===== config.mk =====
export PLATFORM = sky130hd
export DESIGN_NAME = sd_spi_command_engine_core_flat
export DESIGN_NICKNAME = d
export VERILOG_FILES = /design/src/rtl/sdspi_pkg.sv /design/src/rtl/sdspi_req_if.sv /design/src/rtl/sdspi_rsp_if.sv /design/src/rtl/sdspi_in_stage.sv /design/src/rtl/sdspi_engine.sv /design/src/rtl/sd_spi_command_engine_core.sv /design/src/flat_wrapper.sv
export VERILOG_INCLUDE_DIRS = /design/src /design/src/rtl
export SDC_FILE = /design/constraint.sdc
export NUM_CORES = 1
export LEC_CHECK = 0
export BUFFER_PORTS_ARGS = -buffer_cell sky130_fd_sc_hd__buf_2
export CORE_MARGIN = 5
export CORE_UTILIZATION = 55
export CTS_CLUSTER_SIZE = 14
export DETAILED_ROUTE_END_ITERATION = 7
export PLACE_DENSITY = 0.76
export SYNTH_ARGS = -nofsm -noshare
export SYNTH_HDL_FRONTEND = slang
export SYNTH_HIERARCHICAL = 1
export SYNTH_SLANG_ARGS = --single-unit

===== constraint.sdc =====
create_clock -name clk -period 5.68 [get_ports clk]
set_clock_uncertainty 0.1 [all_clocks]
set_input_delay 0.284 -clock clk [delete_from_list [all_inputs] [get_ports clk]]
set_output_delay 0.284 -clock clk [all_outputs]
set_load 0.01 [all_outputs]

===== src/rtl/sd_spi_command_engine_core_macros.svh =====
// ----------------------------------------------------------------------------
// SD SPI command engine assertion macros
// Concurrent checks sampled on clk, disabled while rst_n is low.
// ----------------------------------------------------------------------------
`ifndef SD_SPI_COMMAND_ENGINE_CORE_MACROS_SVH
`define SD_SPI_COMMAND_ENGINE_CORE_MACROS_SVH

`ifndef SYNTHESIS
// General property check
`define SDSPI_ASSERT(label, prop, msg) \
    label: assert property (@(posedge clk) disable iff (!rst_n) prop) else $error(msg);
// Signal must stay stable in the cycle after a condition
`define SDSPI_ASSERT_HOLD(label, cond, sig, msg) \
    label: assert property (@(posedge clk) disable iff (!rst_n) (cond) |=> $stable(sig)) \
        else $error(msg);
`else
`define SDSPI_ASSERT(label, prop, msg)
`define SDSPI_ASSERT_HOLD(label, cond, sig, msg)
`endif

`endif


===== src/rtl/sdspi_pkg.sv =====
// ----------------------------------------------------------------------------
// SD SPI command engine package
// Phase codes, frame constants, item types and the CRC7 byte update.
// ----------------------------------------------------------------------------
`timescale 1ns / 1ps
`default_nettype none

package sdspi_pkg;

    // Phase codes of the command sequencer
    localparam logic [3:0] PH_IDLE_OFF    = 4'd0;
    localparam logic [3:0] PH_IDLE_ON     = 4'd1;
    localparam logic [3:0] PH_SEND        = 4'd2;
    localparam logic [3:0] PH_POLL        = 4'd3;
    localparam logic [3:0] PH_TRAIL       = 4'd4;
    localparam logic [3:0] PH_DESEL_RETRY = 4'd5;
    localparam logic [3:0] PH_DESEL_FINAL = 4'd6;

    // Item action codes
    localparam logic ACT_ISSUE = 1'b0;
    localparam logic ACT_RX    = 1'b1;

    // Configuration register indexes
    localparam logic CFG_RETRY_LIMIT = 1'b0;
    localparam logic CFG_POLL_LIMIT  = 1'b1;

    localparam logic [3:0] RETRY_LIMIT_RST = 4'd3;
    localparam logic [7:0] POLL_LIMIT_RST  = 8'd16;

    localparam logic [1:0] CMD_START_BITS = 2'b01;
    localparam logic [6:0] CRC7_POLY      = 7'h09;
    localparam logic [7:0] IDLE_BYTE      = 8'hff;
    localparam int         R1_CRC_BIT     = 3;
    localparam int         R1_BUSY_BIT    = 7;

    typedef struct packed {
        logic        action;
        logic [5:0]  cmd_index;
        logic [31:0] argument;
        logic        deselect_after;
        logic        long_response;
        logic [7:0]  rx_byte;
    } sdspi_req_t;

    typedef struct packed {
        logic        tx_valid;
        logic [7:0]  tx_byte;
        logic        card_selected;
        logic        done_res;
        logic [7:0]  r1_status;
        logic [31:0] trailing_word;
        logic        no_response;
        logic        retries_exhausted;
    } sdspi_rsp_t;

    // CRC7 update over one byte, MSB first
    function automatic logic [6:0] crc7_byte(input logic [6:0] crc_in, input logic [7:0] data);
        logic [6:0] c;
        logic       fb;
        c = crc_in;
        for (int i = 7; i >= 0; i--)
        begin
            fb = c[6] ^ data[i];
            c  = {c[5:0], 1'b0};
            if (fb)
            begin
                c = c ^ CRC7_POLY;
            end
        end
        return c;
    endfunction

endpackage

`default_nettype wire


===== src/rtl/sdspi_req_if.sv =====
// ----------------------------------------------------------------------------
// SD SPI command engine request channel
// Valid/ready channel carrying issue commands and received bytes.
// ----------------------------------------------------------------------------
`timescale 1ns / 1ps
`default_nettype none

interface sdspi_req_if;
    logic        valid;
    logic        ready;
    logic        action;
    logic [5:0]  cmd_index;
    logic [31:0] argument;
    logic        deselect_after;
    logic        long_response;
    logic [7:0]  rx_byte;

    modport source (
        output valid, action, cmd_index, argument, deselect_after, long_response, rx_byte,
        input  ready
    );
    modport sink (
        input  valid, action, cmd_index, argument, deselect_after, long_response, rx_byte,
        output ready
    );
endinterface

`default_nettype wire


===== src/rtl/sdspi_rsp_if.sv =====
// ----------------------------------------------------------------------------
// SD SPI command engine result channel
// Valid/ready channel carrying the next byte to send and command status.
// ----------------------------------------------------------------------------
`timescale 1ns / 1ps
`default_nettype none

interface sdspi_rsp_if;
    logic        valid;
    logic        ready;
    logic        tx_valid;
    logic [7:0]  tx_byte;
    logic        card_selected;
    logic        done_res;
    logic [7:0]  r1_status;
    logic [31:0] trailing_word;
    logic        no_response;
    logic        retries_exhausted;

    modport source (
        output valid, tx_valid, tx_byte, card_selected, done_res, r1_status, trailing_word,
               no_response, retries_exhausted,
        input  ready
    );
    modport sink (
        input  valid, tx_valid, tx_byte, card_selected, done_res, r1_status, trailing_word,
               no_response, retries_exhausted,
        output ready
    );
endinterface

`default_nettype wire


===== src/rtl/sdspi_in_stage.sv =====
// ----------------------------------------------------------------------------
// SD SPI command engine input register
// Captures one request transfer and holds it until the engine takes it.
// ----------------------------------------------------------------------------
`timescale 1ns / 1ps
`default_nettype none

`include "sd_spi_command_engine_core_macros.svh"

module sdspi_in_stage
    import sdspi_pkg::*;
(
    input  wire logic   clk,
    input  wire logic   rst_n,
    sdspi_req_if.sink   req,
    input  wire logic   advance,
    output logic        item_valid,
    output sdspi_req_t  item
);

    logic       valid_reg;
    sdspi_req_t item_reg;
    logic       load;

    // Accept while empty or while the held item moves on
    assign req.ready = !valid_reg || advance;
    assign load      = req.valid && req.ready;

    // Track occupancy
    always_ff @(posedge clk or negedge rst_n)
    begin
        if (!rst_n)
        begin
            valid_reg <= 1'b0;
        end
        else if (load)
        begin
            valid_reg <= 1'b1;
        end
        else if (advance)
        begin
            valid_reg <= 1'b0;
        end
    end

    // Capture payload
    always_ff @(posedge clk)
    begin
        if (load)
        begin
            item_reg.action         <= req.action;
            item_reg.cmd_index      <= req.cmd_index;
            item_reg.argument       <= req.argument;
            item_reg.deselect_after <= req.deselect_after;
            item_reg.long_response  <= req.long_response;
            item_reg.rx_byte        <= req.rx_byte;
        end
    end

    assign item_valid = valid_reg;
    assign item       = item_reg;

    // Held item must not change while the engine stalls
    `SDSPI_ASSERT_HOLD(a_in_hold, valid_reg && !advance, item_reg, "input item changed under stall")
    `SDSPI_ASSERT(a_in_keep, valid_reg && !advance |=> valid_reg, "input item dropped under stall")

endmodule

`default_nettype wire


===== src/rtl/sdspi_engine.sv =====
// ----------------------------------------------------------------------------
// SD SPI command engine sequencer
// Frame send, CRC7, R1 poll, trailing read and retry, one item per cycle unless a result is held.
// ----------------------------------------------------------------------------
`timescale 1ns / 1ps
`default_nettype none

`include "sd_spi_command_engine_core_macros.svh"

module sdspi_engine
    import sdspi_pkg::*;
(
    input  wire logic        clk,
    input  wire logic        rst_n,
    input  wire logic        cfg_we,
    input  wire logic        cfg_index,
    input  wire logic [7:0]  cfg_data,
    input  wire logic        item_valid,
    input  wire sdspi_req_t  item,
    output logic             advance,
    sdspi_rsp_if.source      rsp
);

    // Configuration
    logic [3:0]  retry_limit_reg;
    logic [7:0]  poll_limit_reg;

    // Sequencer state
    logic [3:0]  phase_reg,   phase_next;
    logic [6:0]  crc_reg,     crc_next;
    logic [5:0]  cmd_reg,     cmd_next;
    logic [31:0] arg_reg,     arg_next;
    logic [2:0]  pos_reg,     pos_next;
    logic [7:0]  poll_reg,    poll_next;
    logic [3:0]  att_reg,     att_next;
    logic [7:0]  resp_reg,    resp_next;
    logic [31:0] trail_reg,   trail_next;
    logic        des_reg,     des_next;
    logic        lng_reg,     lng_next;

    // Result register
    logic        rsp_valid_reg;
    sdspi_rsp_t  rsp_reg, rsp_next;

    logic        process;
    logic [7:0]  resp_eff;
    logic [31:0] trail_eff;
    logic        crc_err;
    logic [3:0]  att_inc;
    logic        retry_go;
    logic [5:0]  seed_cmd;
    logic [7:0]  frame_byte;
    logic [2:0]  pos_inc;
    logic        do_finish;
    logic        do_start;

    assign advance = !rsp_valid_reg || rsp.ready;
    assign process = item_valid && advance;

    // Response values seen by the end of an attempt
    assign resp_eff  = (phase_reg == PH_POLL) ? item.rx_byte : resp_reg;
    assign trail_eff = (phase_reg == PH_TRAIL) ? {trail_reg[23:0], item.rx_byte} : trail_reg;
    assign crc_err   = des_reg && resp_eff[R1_CRC_BIT];
    assign att_inc   = att_reg + 4'd1;
    assign retry_go  = crc_err && (att_inc < retry_limit_reg);
    assign seed_cmd  = (item.action == ACT_ISSUE) ? item.cmd_index : cmd_reg;
    assign pos_inc   = pos_reg + 3'd1;

    // Select the frame byte at the current position
    always_comb
    begin
        case (pos_reg)
            3'd0:    frame_byte = {CMD_START_BITS, cmd_reg};
            3'd1:    frame_byte = arg_reg[31:24];
            3'd2:    frame_byte = arg_reg[23:16];
            3'd3:    frame_byte = arg_reg[15:8];
            3'd4:    frame_byte = arg_reg[7:0];
            default: frame_byte = {crc_reg, 1'b1};
        endcase
    end

    // Next state and result
    always_comb
    begin
        phase_next = phase_reg;
        crc_next   = crc_reg;
        cmd_next   = cmd_reg;
        arg_next   = arg_reg;
        pos_next   = pos_reg;
        poll_next  = poll_reg;
        att_next   = att_reg;
        resp_next  = resp_reg;
        trail_next = trail_reg;
        des_next   = des_reg;
        lng_next   = lng_reg;
        do_finish  = 1'b0;
        do_start   = 1'b0;
        rsp_next   = '0;
        rsp_next.card_selected = (phase_reg == PH_IDLE_ON);

        if (item.action == ACT_ISSUE)
        begin
            cmd_next = item.cmd_index;
            arg_next = item.argument;
            des_next = item.deselect_after;
            lng_next = item.long_response;
            att_next = 4'd0;
            do_start = 1'b1;
        end
        else
        begin
            case (phase_reg)
                PH_SEND:
                begin
                    rsp_next.tx_valid      = 1'b1;
                    rsp_next.card_selected = 1'b1;
                    if (pos_reg <= 3'd5)
                    begin
                        rsp_next.tx_byte = frame_byte;
                        pos_next         = pos_inc;
                        if (pos_reg != 3'd5)
                        begin
                            crc_next = crc7_byte(crc_reg, frame_byte);
                        end
                    end
                    else
                    begin
                        phase_next       = PH_POLL;
                        poll_next        = 8'd1;
                        rsp_next.tx_byte = IDLE_BYTE;
                    end
                end
                PH_POLL:
                begin
                    if (item.rx_byte[R1_BUSY_BIT] && (poll_reg < poll_limit_reg))
                    begin
                        poll_next              = poll_reg + 8'd1;
                        rsp_next.tx_valid      = 1'b1;
                        rsp_next.tx_byte       = IDLE_BYTE;
                        rsp_next.card_selected = 1'b1;
                    end
                    else
                    begin
                        resp_next = item.rx_byte;
                        if (lng_reg)
                        begin
                            phase_next             = PH_TRAIL;
                            pos_next               = 3'd0;
                            rsp_next.tx_valid      = 1'b1;
                            rsp_next.tx_byte       = IDLE_BYTE;
                            rsp_next.card_selected = 1'b1;
                        end
                        else
                        begin
                            do_finish = 1'b1;
                        end
                    end
                end
                PH_TRAIL:
                begin
                    trail_next = trail_eff;
                    pos_next   = pos_inc;
                    if (pos_inc < 3'd4)
                    begin
                        rsp_next.tx_valid      = 1'b1;
                        rsp_next.tx_byte       = IDLE_BYTE;
                        rsp_next.card_selected = 1'b1;
                    end
                    else
                    begin
                        do_finish = 1'b1;
                    end
                end
                PH_DESEL_RETRY:
                begin
                    do_start = 1'b1;
                end
                PH_DESEL_FINAL:
                begin
                    phase_next                 = PH_IDLE_OFF;
                    rsp_next.card_selected     = 1'b0;
                    rsp_next.done_res          = 1'b1;
                    rsp_next.r1_status         = resp_eff;
                    rsp_next.trailing_word     = lng_reg ? trail_eff : 32'd0;
                    rsp_next.no_response       = resp_eff[R1_BUSY_BIT];
                    rsp_next.retries_exhausted = crc_err;
                end
                default:
                begin
                    phase_next = phase_reg;
                end
            endcase
        end

        // End of an attempt: retry, deselect or report
        if (do_finish)
        begin
            if (crc_err)
            begin
                att_next = att_inc;
            end
            if (retry_go && lng_reg)
            begin
                phase_next             = PH_DESEL_RETRY;
                rsp_next.tx_valid      = 1'b1;
                rsp_next.tx_byte       = IDLE_BYTE;
                rsp_next.card_selected = 1'b0;
            end
            else if (retry_go)
            begin
                do_start = 1'b1;
            end
            else if (des_reg && lng_reg)
            begin
                phase_next             = PH_DESEL_FINAL;
                rsp_next.tx_valid      = 1'b1;
                rsp_next.tx_byte       = IDLE_BYTE;
                rsp_next.card_selected = 1'b0;
            end
            else
            begin
                phase_next                 = PH_IDLE_ON;
                rsp_next.card_selected     = 1'b1;
                rsp_next.done_res          = 1'b1;
                rsp_next.r1_status         = resp_eff;
                rsp_next.trailing_word     = lng_reg ? trail_eff : 32'd0;
                rsp_next.no_response       = resp_eff[R1_BUSY_BIT];
                rsp_next.retries_exhausted = crc_err;
            end
        end

        // Start a frame: send the command byte and seed the CRC
        if (do_start)
        begin
            phase_next             = PH_SEND;
            pos_next               = 3'd1;
            poll_next              = 8'd0;
            resp_next              = 8'd0;
            trail_next             = 32'd0;
            crc_next               = crc7_byte(7'd0, {CMD_START_BITS, seed_cmd});
            rsp_next.tx_valid      = 1'b1;
            rsp_next.tx_byte       = {CMD_START_BITS, seed_cmd};
            rsp_next.card_selected = 1'b1;
        end
    end

    // Write configuration
    always_ff @(posedge clk or negedge rst_n)
    begin
        if (!rst_n)
        begin
            retry_limit_reg <= RETRY_LIMIT_RST;
            poll_limit_reg  <= POLL_LIMIT_RST;
        end
        else if (cfg_we)
        begin
            if (cfg_index == CFG_RETRY_LIMIT)
            begin
                retry_limit_reg <= cfg_data[3:0];
            end
            else
            begin
                poll_limit_reg <= cfg_data;
            end
        end
    end

    // Advance sequencer state
    always_ff @(posedge clk or negedge rst_n)
    begin
        if (!rst_n)
        begin
            phase_reg <= PH_IDLE_OFF;
            crc_reg   <= '0;
            cmd_reg   <= '0;
            arg_reg   <= '0;
            pos_reg   <= '0;
            poll_reg  <= '0;
            att_reg   <= '0;
            resp_reg  <= '0;
            trail_reg <= '0;
            des_reg   <= 1'b0;
            lng_reg   <= 1'b0;
        end
        else if (process)
        begin
            phase_reg <= phase_next;
            crc_reg   <= crc_next;
            cmd_reg   <= cmd_next;
            arg_reg   <= arg_next;
            pos_reg   <= pos_next;
            poll_reg  <= poll_next;
            att_reg   <= att_next;
            resp_reg  <= resp_next;
            trail_reg <= trail_next;
            des_reg   <= des_next;
            lng_reg   <= lng_next;
        end
    end

    // Hold result until transfer
    always_ff @(posedge clk or negedge rst_n)
    begin
        if (!rst_n)
        begin
            rsp_valid_reg <= 1'b0;
        end
        else if (advance)
        begin
            rsp_valid_reg <= process;
        end
    end

    always_ff @(posedge clk)
    begin
        if (process)
        begin
            rsp_reg <= rsp_next;
        end
    end

    assign rsp.valid             = rsp_valid_reg;
    assign rsp.tx_valid          = rsp_reg.tx_valid;
    assign rsp.tx_byte           = rsp_reg.tx_byte;
    assign rsp.card_selected     = rsp_reg.card_selected;
    assign rsp.done_res          = rsp_reg.done_res;
    assign rsp.r1_status         = rsp_reg.r1_status;
    assign rsp.trailing_word     = rsp_reg.trailing_word;
    assign rsp.no_response       = rsp_reg.no_response;
    assign rsp.retries_exhausted = rsp_reg.retries_exhausted;

    `SDSPI_ASSERT(a_take_result, process |=> rsp_valid_reg, "processed item gave no result")
    `SDSPI_ASSERT(a_done_no_tx, rsp_valid_reg && rsp_reg.done_res |-> !rsp_reg.tx_valid,
        "done result also asks for a byte")
    `SDSPI_ASSERT(a_desel_idle, rsp_valid_reg && rsp_reg.tx_valid && !rsp_reg.card_selected
        |-> rsp_reg.tx_byte == IDLE_BYTE, "deselected exchange not idle byte")
    `SDSPI_ASSERT(a_send_pos, phase_reg == PH_SEND |-> pos_reg >= 3'd1 && pos_reg <= 3'd6,
        "frame position out of range")

endmodule

`default_nettype wire


===== src/rtl/sd_spi_command_engine_core.sv =====
// ----------------------------------------------------------------------------
// SD SPI command engine
// A request transfer reaches its result through the input register, then the
// result register; one transfer per cycle is sustained while results are taken.
// While rsp.ready is low and a result is held, the result register holds, the
// input register takes a request transfer only if empty, and req.ready drops.
// Reset: rst_n clears to idle with the card deselected, retry limit 3,
// poll limit 16.
// ----------------------------------------------------------------------------
`timescale 1ns / 1ps
`default_nettype none

module sd_spi_command_engine_core
    import sdspi_pkg::*;
(
    input  wire logic        clk,
    input  wire logic        rst_n,
    input  wire logic        cfg_we,
    input  wire logic        cfg_index,
    input  wire logic [7:0]  cfg_data,
    sdspi_req_if.sink        req,
    sdspi_rsp_if.source      rsp
);

    logic       item_valid;
    sdspi_req_t item;
    logic       advance;

    // Register the incoming transfer
    sdspi_in_stage u_in_stage (
        .clk        (clk),
        .rst_n      (rst_n),
        .req        (req),
        .advance    (advance),
        .item_valid (item_valid),
        .item       (item)
    );

    // Run the command sequencer
    sdspi_engine u_engine (
        .clk        (clk),
        .rst_n      (rst_n),
        .cfg_we     (cfg_we),
        .cfg_index  (cfg_index),
        .cfg_data   (cfg_data),
        .item_valid (item_valid),
        .item       (item),
        .advance    (advance),
        .rsp        (rsp)
    );

endmodule

`default_nettype wire


===== src/flat_wrapper.sv =====
// flat-port wrapper written by rule: the top's interface ports become plain ports
module sd_spi_command_engine_core_flat import sdspi_pkg::*;
  (clk, rst_n, cfg_we, cfg_index, cfg_data, req_valid, req_action, req_cmd_index, req_argument, req_deselect_after, req_long_response, req_rx_byte, req_ready, rsp_valid, rsp_tx_valid, rsp_tx_byte, rsp_card_selected, rsp_done_res, rsp_r1_status, rsp_trailing_word, rsp_no_response, rsp_retries_exhausted, rsp_ready);
  sdspi_req_if req_i ();
  sdspi_rsp_if rsp_i ();
  input  wire logic clk;
  input  wire logic rst_n;
  input  wire logic cfg_we;
  input  wire logic cfg_index;
  input  wire logic [7:0] cfg_data;
  input wire logic [$bits(req_i.valid)-1:0] req_valid;
  input wire logic [$bits(req_i.action)-1:0] req_action;
  input wire logic [$bits(req_i.cmd_index)-1:0] req_cmd_index;
  input wire logic [$bits(req_i.argument)-1:0] req_argument;
  input wire logic [$bits(req_i.deselect_after)-1:0] req_deselect_after;
  input wire logic [$bits(req_i.long_response)-1:0] req_long_response;
  input wire logic [$bits(req_i.rx_byte)-1:0] req_rx_byte;
  output wire logic [$bits(req_i.ready)-1:0] req_ready;
  output wire logic [$bits(rsp_i.valid)-1:0] rsp_valid;
  output wire logic [$bits(rsp_i.tx_valid)-1:0] rsp_tx_valid;
  output wire logic [$bits(rsp_i.tx_byte)-1:0] rsp_tx_byte;
  output wire logic [$bits(rsp_i.card_selected)-1:0] rsp_card_selected;
  output wire logic [$bits(rsp_i.done_res)-1:0] rsp_done_res;
  output wire logic [$bits(rsp_i.r1_status)-1:0] rsp_r1_status;
  output wire logic [$bits(rsp_i.trailing_word)-1:0] rsp_trailing_word;
  output wire logic [$bits(rsp_i.no_response)-1:0] rsp_no_response;
  output wire logic [$bits(rsp_i.retries_exhausted)-1:0] rsp_retries_exhausted;
  input wire logic [$bits(rsp_i.ready)-1:0] rsp_ready;
  assign req_i.valid = req_valid;
  assign req_i.action = req_action;
  assign req_i.cmd_index = req_cmd_index;
  assign req_i.argument = req_argument;
  assign req_i.deselect_after = req_deselect_after;
  assign req_i.long_response = req_long_response;
  assign req_i.rx_byte = req_rx_byte;
  assign req_ready = req_i.ready;
  assign rsp_valid = rsp_i.valid;
  assign rsp_tx_valid = rsp_i.tx_valid;
  assign rsp_tx_byte = rsp_i.tx_byte;
  assign rsp_card_selected = rsp_i.card_selected;
  assign rsp_done_res = rsp_i.done_res;
  assign rsp_r1_status = rsp_i.r1_status;
  assign rsp_trailing_word = rsp_i.trailing_word;
  assign rsp_no_response = rsp_i.no_response;
  assign rsp_retries_exhausted = rsp_i.retries_exhausted;
  assign rsp_i.ready = rsp_ready;
  sd_spi_command_engine_core u_core (.clk(clk), .rst_n(rst_n), .cfg_we(cfg_we), .cfg_index(cfg_index), .cfg_data(cfg_data), .req(req_i), .rsp(rsp_i));
endmodule

==> impl_metrics.toml, run 1 <==
[pwr]
power.switching_mw = 1.505
p_clk_frac = 0.319
p_seq_frac = 0.411
sw_frac_of_total = 0.3033
combPwrFrac = 0.270
p_int_mw = 3.458
p_leak_nw = 5.019
ir_worst_vdd_mv = 0.4587
power.density_nw_per_um2 = 407.5

[yosys]
synth_nets = 896
avgSynthCellArea_um2 = 12.29
synth_seq_area_share = 0.6020
synth-main-ff-cell = "dfrtp_1"
netlist_instances = 816
ys_types = 78
synthArstFlopShare = 0.5430
synth_edf_count = 101
yosys_warnings = 6
synth_seq_cells = 221
syn-cell-area_um2 = 10030

[worst_setup_path]
ff2ff_setup_slack_ns = 1.33
slowest_stage = "nand2b_1"
crit_fanout = 32
path_depth = 7
timing.rr.start = "u_core/u_engine/phase_reg[0]"
cp-endpoint = "u_core/u_engine/rsp.trailing_word[16]"
worstSetupPathType = "reg -> reg"
cp-end-kind = "register"
r2r-end = "u_core/u_engine/rsp.trailing_word[16]"
path_cells = "and4bb_1 -> mux2_4 -> or3_1 -> and3_1 -> a21oi_2 -> nand2b_1 -> a21oi_1"
cp-start-kind = "register"
required_ns = 5.76
cpPeakStageDelay_ns = 1.04
reg2reg_depth = 7
startpoint = "u_core/u_engine/phase_reg[0]"
cp.buffers_inverters = 0
crit_arrival_ns = 4.43
path_delay_family = "simple AND/OR/NAND/NOR gates"

[die]
pin_count = 118
die_w_um = 145.1
die_area_um2 = 21040
die_h_um = 145.1
initial_utilization = 0.5585
core_um2 = 17960
num_rows = 49

[finish]
multiInputGateArea_um2 = 3666
diodes = 0
largest_register_ffs = 49
seq_area_um2 = 6040
syn2layout_area_growth_pct = 21.40
fillers = 1270
nets = 1066
most-common-layout-cells = "nand2_1, dfrtp_1, buf_2"
drive_gt1_frac = 0.2522
final_common_cell = "nand2_1"

[sta]
whs_ns = 0.05660
hold_viol_final = 0
fin_setup_tns_ns = 0
slew_violations = 0
period_needed_ns = 4.348
tightest_slew_ns = 1.289
rsz0062_at_grt = "false"
setup-violations-final = 0
max_slew_margin = 0.1405
fmax_ghz = 0.2300
fin_crit_sh = 0.7655

[clock_network]
cts-root-buf = "clkbuf_16"
clock_path_buffers = 3
cts_made_buffers = 24
clk_pin_slew_worst_paths_ns = 0.06
clk_latency_ns = 0.51
cts-htree-levels = 1
cts_tree = "yes"
cts_sinks = 221

[grt]
grt_overflow = 0
grt_start_max_net_pins = 77
grt_pass1_vias = 7366
grt_pass1_wl_um = 38450
grtUsageTotal = 0.2183
grt_antenna_before_repair = 0

[worst_hold_path]
min_path_type = "in -> reg"

[routing]
firstDrtPassIters = 5
drt-total-wl_um = 23010
drtAntennaViolNets = 0
routed_via_density = 5.803
drc = 0
via_count = 7149
post_drt_wl_per_cell_um = 18.68
drt_iter0_drc = 564

[flow_run]
maxCapViolCount = 0

[place]
place_hpwl_um = 14650
gp_congestion = 0.8433
port_buffers = 117

[run_status]
status = "finished, final reports clean"
[cell families after synthesis]
| kind of cell | after synthesis | synth area share |
|---|---|---|
| compound gates | 202 | 0.1470 |
| xor+xnor | 11 | 0.01097 |
| fa+ha+maj | 17 | 0.02120 |
| buf+inv | 71 | 0.03392 |
| flops | 221 | 0.6020 |
| mux | 62 | 0.06897 |
| simple gates | 232 | 0.1159 |
[synth_stat cells, drive strengths merged, types with 4 or more instances]
cell / count / area, um2
dfrtp: 117 / 2928
a22oi: 4 / 30.03
clkbuf: 19 / 71.32
nor2b: 7 / 43.79
nand3: 17 / 85.08
mux2i: 8 / 80.08
a221oi: 9 / 122.6
nor2: 22 / 85.09
xor2: 6 / 52.55
ha: 17 / 212.7
nand4: 7 / 43.79
xnor2: 4 / 35.03
a31oi: 11 / 68.82
nor4: 4 / 37.53
and3: 9 / 56.30
a211o: 5 / 43.79
nand2b: 11 / 86.34
mux2: 54 / 611.8
edfxtp: 101 / 3033
inv: 27 / 101.4
nor3: 12 / 86.34
buf: 25 / 167.7
nand3b: 4 / 30.03
a22o: 42 / 367.9
a21oi: 59 / 302.8
o21ai: 28 / 143.9
or3: 7 / 43.79
nand2: 121 / 454.2
o211ai: 5 / 37.54
[area by class of cell]
| class | instances | area share |
|---|---|---|
| clock buffers | 32 | 0.05517 |
| clock inverters | 11 | 0.01151 |
| flip-flops and latches | 221 | 0.4959 |
| well taps | 229 | 0.02353 |
| inverters | 27 | 0.008321 |
| multi-input cells | 524 | 0.3010 |
| repair buffers | 188 | 0.1046 |
[power groups by stage]
| stage | clock network (mW) | registers [mW] | logic [mW] |
|---|---|---|---|
| 2_1_floorplan | 0 | 2.03 | 1.01 |
| 3_3_place_gp | 0 | 2.06 | 1.27 |
| 4_1_cts | 1.61 | 2.04 | 1.33 |
| 6_report | 1.58 | 2.04 | 1.34 |
| 3_5_place_dp | 0 | 2.07 | 1.29 |
| 5_1_grt | 1.69 | 2.06 | 1.48 |
[worst reg2reg max path, stage by stage, from the launching register on]
cell,delay [ns]
dfrtp_1,0.54
and4bb_1,0.68
mux2_4,0.39
or3_1,0.42
and3_1,0.22
a21oi_2,0.46
nand2b_1,1.05
a21oi_1,0.18
[worst min path at each step]
| stage | depth (start not counted) | slack, ns | startpoint | to |
|---|---|---|---|---|
| 4_1_cts | 4 | 0.03 | cfg_index | u_core/u_engine/retry_limit_reg[2] |
| 2_1_floorplan | 0 | -0.11 | rst_n | u_core/u_engine/arg_reg[0] |
| 6_report | 4 | 0.06 | cfg_index | u_core/u_engine/retry_limit_reg[2] |
| 3_3_place_gp | 1 | 0.36 | u_core/u_in_stage/item[10] | u_core/u_engine/arg_reg[0] |
| 3_5_place_dp | 1 | 0.36 | req_argument[15] | u_core/u_in_stage/item[25] |
| 5_1_grt | 4 | 0.1 | cfg_index | u_core/u_engine/retry_limit_reg[2] |
[layer usage]
metal,track usage,vias to the layer above,wire [um]
met5,0,-,0
met1,0.2994,3478,9769
li1,-,3355,-
met3,0.04022,47,1436
met4,0.05690,0,550
met2,0.3630,269,11250
[timing repair]
action / 4_1_cts / 5_1_grt
hold endpoints to repair: 138 / 0
buffers inserted: 0 / 0
resized for setup: 0 / 0
hold buffers: 61 / 0
[through the flow]
step	util	total power, mW	cells	setup WS, ns	cell area [um2]
floorplan	-	3.036	816	2.428	10030
global placement	0.5988	3.326	1128	1.546	10760
global route	0.6780	5.227	1232	1.089	12180
detailed placement	0.5988	3.358	1128	1.357	10760
CTS	0.6780	4.980	1232	1.318	12180
finish	0.6780	4.963	1232	1.332	12180
Power figures use the tool's default switching activity.
==> run 2: changes to the inputs <==
- CORE_UTILIZATION: 55 -> 53
- clock period: 5.68 -> 3.8 ns (I/O delays scaled with it)
==> impl_metrics.toml, run 2 (synthesized netlist as in run 1, its figures left out) <==
[worst_setup_path]
crit_fanout = 32
path_delay_family = "simple AND/OR/NAND/NOR gates"
worstSetupPathType = "reg -> reg"
r2r-end = "u_core/u_engine/trail_reg[8]"
crit_arrival_ns = 3.73
path_cells = "ha_1 -> a211oi_1 -> o211a_1 -> nor2_1 -> o311a_4 -> or2_1 -> nor3_4 -> a22o_1"
required_ns = 4.15
cpPeakStageDelay_ns = 0.93
slowest_stage = "nor3_4"
cp-end-kind = "register"
startpoint = "u_core/u_engine/poll_reg[5]"
cp.buffers_inverters = 0
ff2ff_setup_slack_ns = 0.42
cp-start-kind = "register"
reg2reg_depth = 8
timing.rr.start = "u_core/u_engine/poll_reg[5]"

[die]
pin_count = 118
core_um2 = 18640
die_area_um2 = 21780
die_h_um = 147.6
initial_utilization = 0.5381
num_rows = 50
die_w_um = 147.6

[clock_network]
ctsResizeCount = 0
cts-root-buf = "clkbuf_16"
clk_latency_ns = 0.52
cts_made_buffers = 23
cts_tree = "yes"
clk_pin_slew_worst_paths_ns = 0.06
cts_sinks = 221
cts-hold-fix-buffers = 65
cts-htree-levels = 1
cts_setup_buffers = 0
clock_path_buffers = 3

[routing]
drt_iter0_drc = 534
firstDrtPassIters = 5
drc = 0
drt-total-wl_um = 23770
routed_via_density = 5.763
via_count = 7209
drtAntennaViolNets = 0
post_drt_wl_per_cell_um = 19.00

[sta]
period_needed_ns = 3.382
fin_crit_sh = 0.8901
rsz0062_at_grt = "false"
fin_setup_tns_ns = 0
tightest_slew_ns = 1.166
slew_violations = 0
max_slew_margin = 0.2204
fmax_ghz = 0.2957
setup-violations-final = 0
fin_ws_ns = 0.4177
hold_viol_final = 0

[grt]
grt_overflow = 0
grt_pass1_vias = 7133
grtUsageTotal = 0.2161
grt_antenna_before_repair = 0
grt_pass1_wl_um = 38250
grt_start_max_net_pins = 63

[flow_run]
maxCapViolCount = 0

[pwr]
p_leak_nw = 5.061
ir_worst_vdd_mv = 0.5759
sw_frac_of_total = 0.3148
power.switching_mw = 2.322
p_seq_frac = 0.412
p_int_mw = 5.053
p_clk_frac = 0.299
finalPower_mw = 7.375
combPwrFrac = 0.289
power.density_nw_per_um2 = 602.0

[worst_hold_path]
hp-start = "cfg_we"
min_path_type = "in -> reg"
min_path_cells = 4
hold_end = "u_core/u_engine/retry_limit_reg[1]"

[finish]
drive_gt1_frac = 0.2576
largest_register_ffs = 49
most-common-layout-cells = "nand2_1, dfrtp_1, buf_2"
final_common_cell = "nand2_1"
final_area_um2 = 12250
fin_cells = 1251
diodes = 0
seq_area_um2 = 6040
syn2layout_area_growth_pct = 22.11
fillers = 1385
nets = 1080
multiInputGateArea_um2 = 3671

[run_status]
status = "finished, final reports clean"

[place]
place_hpwl_um = 15050
place_area_um2 = 10860
gp_congestion = 0.8984
pre_cts_slack_ns = 0.4297
place_inst = 1144
port_buffers = 117
## run 2: cell count changes in the layout (fill, tap and decap cells not counted), sizes merged
cell | before | now
clkinv | 5 | 6
inv | 27 | 29
buf | 127 | 138
dlygate4sd3 | 61 | 65
clkbuf | 32 | 30
clkinvlp | 3 | 2
bufinv | 3 | 2
## run 2: metal layers
metal	share of wire	track usage
met2	0.49	0.3682
met1	0.43	0.2918
met5	0	0
met4	0.021	0.05405
met3	0.058	0.03495
## run 2: area by class of cell
type,count,share of cell area
flip-flops and latches,221,0.4930
multi-input cells,524,0.2997
repair buffers,203,0.1150
clock buffers,30,0.04994
well taps,234,0.02390
clock inverters,12,0.01021
inverters,27,0.008273
## run 2: power groups by stage
stage,clock network [mW],logic [mW],registers (mW)
after floorplan,0,1.50,3.03
after global placement,0,2.01,3.07
after detailed placement,0,2.04,3.08
after CTS,2.24,2.10,3.03
after global routing,2.34,2.31,3.07
final,2.21,2.13,3.04
## run 2: worst min-delay path: stages
cell	delay, ns
buf_2	0.11
nor2b_1	0.20
nand2_1	0.09
o21ai_0	0.08
## run 2: how the worst max path moves through the flow
stage | end | slack, ns | depth (start not counted)
global placement | u_core/u_engine/rsp.tx_byte[1] | 0.54 | 10
CTS | u_core/u_engine/trail_reg[28] | 0.44 | 8
global route | u_core/u_engine/trail_reg[31] | 0.22 | 8
floorplan | u_core/u_engine/crc_reg[4] | 0.55 | 8
finish | u_core/u_engine/trail_reg[8] | 0.42 | 8
detailed placement | u_core/u_engine/rsp.tx_byte[6] | 0.43 | 9
## run 2: per-stage QoR
stage | utilization | hold WS [ns]
3_5_place_dp | 0.5827 | 0.2138
6_report | 0.6571 | 0.1029
4_1_cts | 0.6571 | 0.04178
5_1_grt | 0.6571 | 0.1346
2_1_floorplan | - | -0.2056
3_3_place_gp | 0.5827 | 0.2050
==> run 3: changes to the inputs <==
- PLACE_DENSITY: 0.76 -> 0.77
- SYNTH_HIERARCHICAL: 1 -> default
==> impl_metrics.toml, run 3 <==
[run_status]
status = "finished, final reports clean"

[place]
place_hpwl_um = 14420
gp_congestion = 0.9072
port_buffers = 117

[finish]
syn2layout_area_growth_pct = 23.57
most-common-layout-cells = "nand2_1, dfrtp_1, buf_2"
seq_area_um2 = 6040
nets = 1059
drive_gt1_frac = 0.2490
multiInputGateArea_um2 = 3455
fillers = 1347
final_common_cell = "nand2_1"
largest_register_ffs = 49
diodes = 0

[grt]
grt_start_max_net_pins = 74
grt_pass1_vias = 7396
grt_antenna_before_repair = 0
grt_pass1_wl_um = 37780
grtUsageTotal = 0.2126
grt_overflow = 0

[worst_setup_path]
cpPeakStageDelay_ns = 0.50
crit_arrival_ns = 3.82
path_depth = 9
path_delay_family = "compound AO/OA/AOI/OAI gates"
r2r-end = "u_core.u_engine.resp_reg[1]"
timing.rr.start = "u_core.u_engine.poll_reg[5]"
cp-end-kind = "register"
crit_fanout = 8
path_cells = "ha_1 -> and3_1 -> a221oi_1 -> nor2_1 -> o31ai_1 -> nand2_1 -> buf_4 -> nor3_2 -> a22o_1"
required_ns = 4.14
cp-endpoint = "u_core.u_engine.resp_reg[1]"
slowest_stage = "a221oi_1"
cp-start-kind = "register"
reg2reg_depth = 9
startpoint = "u_core.u_engine.poll_reg[5]"
worstSetupPathType = "reg -> reg"
cp.buffers_inverters = 1
ff2ff_setup_slack_ns = 0.32

[die]
die_w_um = 145.6
pin_count = 118
die_area_um2 = 21200
die_h_um = 145.6
initial_utilization = 0.5407
num_rows = 49
core_um2 = 18020

[routing]
drt_iter0_drc = 544
drc = 0
drtAntennaViolNets = 0
post_drt_wl_per_cell_um = 18.41
via_count = 7015
routed_via_density = 5.727
drt-total-wl_um = 22560
firstDrtPassIters = 5

[clock_network]
cts-htree-levels = 1
cts-root-buf = "clkbuf_16"
clk_latency_ns = 0.51
cts_sinks = 221
clk_pin_slew_worst_paths_ns = 0.06
clock_path_buffers = 3
cts_tree = "yes"
cts_made_buffers = 23

[sta]
tightest_slew_ns = 1.012
max_slew_margin = 0.3255
period_needed_ns = 3.477
slew_violations = 0
setup-violations-final = 0
fmax_ghz = 0.2876
fin_setup_tns_ns = 0
hold_viol_final = 0
rsz0062_at_grt = "false"
whs_ns = 0.03897
fin_crit_sh = 0.9151

[yosys]
synth_seq_area_share = 0.6196
synth_top_area_cell = "edfxtp_1"
synthTopCellsByCount = "nand2_1, dfrtp_1, edfxtp_1, a21oi_1, mux2_2"
synth_top_area_share = 0.3112
yosysMostFrequentCell = "nand2_1"
synth_seq_cells = 221
syn-cell-area_um2 = 9747
avgSynthCellArea_um2 = 12.35
yosys_warnings = 0
ys_types = 61
netlist_instances = 789
synthArstFlopShare = 0.5430
synth_nets = 869
synth_edf_count = 101
synth_area_leaders = "edfxtp_1, dfrtp_1, mux2_2"
synth-main-ff-cell = "dfrtp_1"

[worst_hold_path]
min_path_type = "in -> reg"
min_path_cells = 3

[pwr]
ir_worst_vdd_mv = 0.4569
power.density_nw_per_um2 = 578.5
finalPower_mw = 6.968
p_leak_nw = 5.004

[flow_run]
maxCapViolCount = 0
run 3: cell types whose count changed after synthesis, sizes merged, moves of 5 or more:
cell	before	now
buf	25	19
o31ai	1	6
nand3	17	22
xnor2	4	9
mux2i	8	16
nand4	7	1
a31oi	11	1
and3	9	2
a21oi	59	54
inv	27	22
run 3: kinds of logic (layout without fill, tap and decap cells):
| logic type | Yosys count | after routing | share of synthesized area |
|---|---|---|---|
| DFF | 221 | 221 | 0.6196 |
| muxes | 70 | 70 | 0.07882 |
| buffers and inverters | 64 | 271 | 0.02798 |
| xor gates and xnor gates | 18 | 18 | 0.01759 |
| and+or+nand+nor | 216 | 216 | 0.1027 |
| AOI/OAI and AO/OA | 183 | 183 | 0.1315 |
| adders and majority gates | 17 | 17 | 0.02182 |
run 3: layer usage:
| metal | GRT usage | vias to the layer above | part of all wire |
|---|---|---|---|
| met4 | 0.06390 | 0 | 0.026 |
| met1 | 0.2784 | 3437 | 0.41 |
| met5 | 0 | - | 0 |
| met2 | 0.3628 | 258 | 0.51 |
| met3 | 0.03986 | 49 | 0.061 |
| li1 | - | 3271 | - |
run 3: metrics by stage:
| stage | cell area, um2 | cells | setup slack [ns] | utilization |
|---|---|---|---|---|
| 2_1_floorplan | 9747 | 789 | 0.8948 | - |
| 3_3_place_gp | 10620 | 1116 | 0.5131 | 0.5892 |
| 3_5_place_dp | 10620 | 1116 | 0.4145 | 0.5892 |
| 4_1_cts | 12040 | 1225 | 0.3766 | 0.6682 |
| 5_1_grt | 12040 | 1225 | 0.1207 | 0.6682 |
| 6_report | 12040 | 1225 | 0.3228 | 0.6682 |
run 3: how the worst min path moves through the flow:
stage	slack, ns	start	end
CTS	0.03	cfg_index	u_core.u_engine.retry_limit_reg[0]
floorplan	-0.21	rst_n	u_core.u_engine.arg_reg[0]
global route	0.05	cfg_index	u_core.u_engine.retry_limit_reg[0]
finish	0.04	cfg_index	u_core.u_engine.retry_limit_reg[0]
detailed placement	0.27	req_argument[4]	u_core.u_in_stage.item[14]
global placement	0.27	req_argument[30]	u_core.u_in_stage.item[40]
run 3: cell type report:
type / instances / area share
flip-flops and latches: 221 / 0.5015
clock buffers: 28 / 0.05464
repair buffers: 206 / 0.1182
well taps: 229 / 0.02379
inverters: 23 / 0.007168
multi-input cells: 504 / 0.2868
clock inverters: 14 / 0.007895
run 3: worst reg2reg max path: stages, from the launching register on:
cell and delay, ns:
dfrtp_1 0.43, ha_1 0.28, and3_1 0.21, a221oi_1 0.50, nor2_1 0.13, o31ai_1 0.49, nand2_1 0.34, buf_4 0.27
nor3_2 0.45, a22o_1 0.21
run 3: repair_timing:
action,CTS,global route
gates resized for setup,0,0
buffers inserted,0,0
hold endpoints to repair,131,0
hold buffers,67,0
run 3: power breakdown:
part	total (mW)	switching, mW	internal [mW]
clock	2.21	0.908	1.30
sequential	2.99	0.188	2.80
combinational	1.77	0.954	0.819
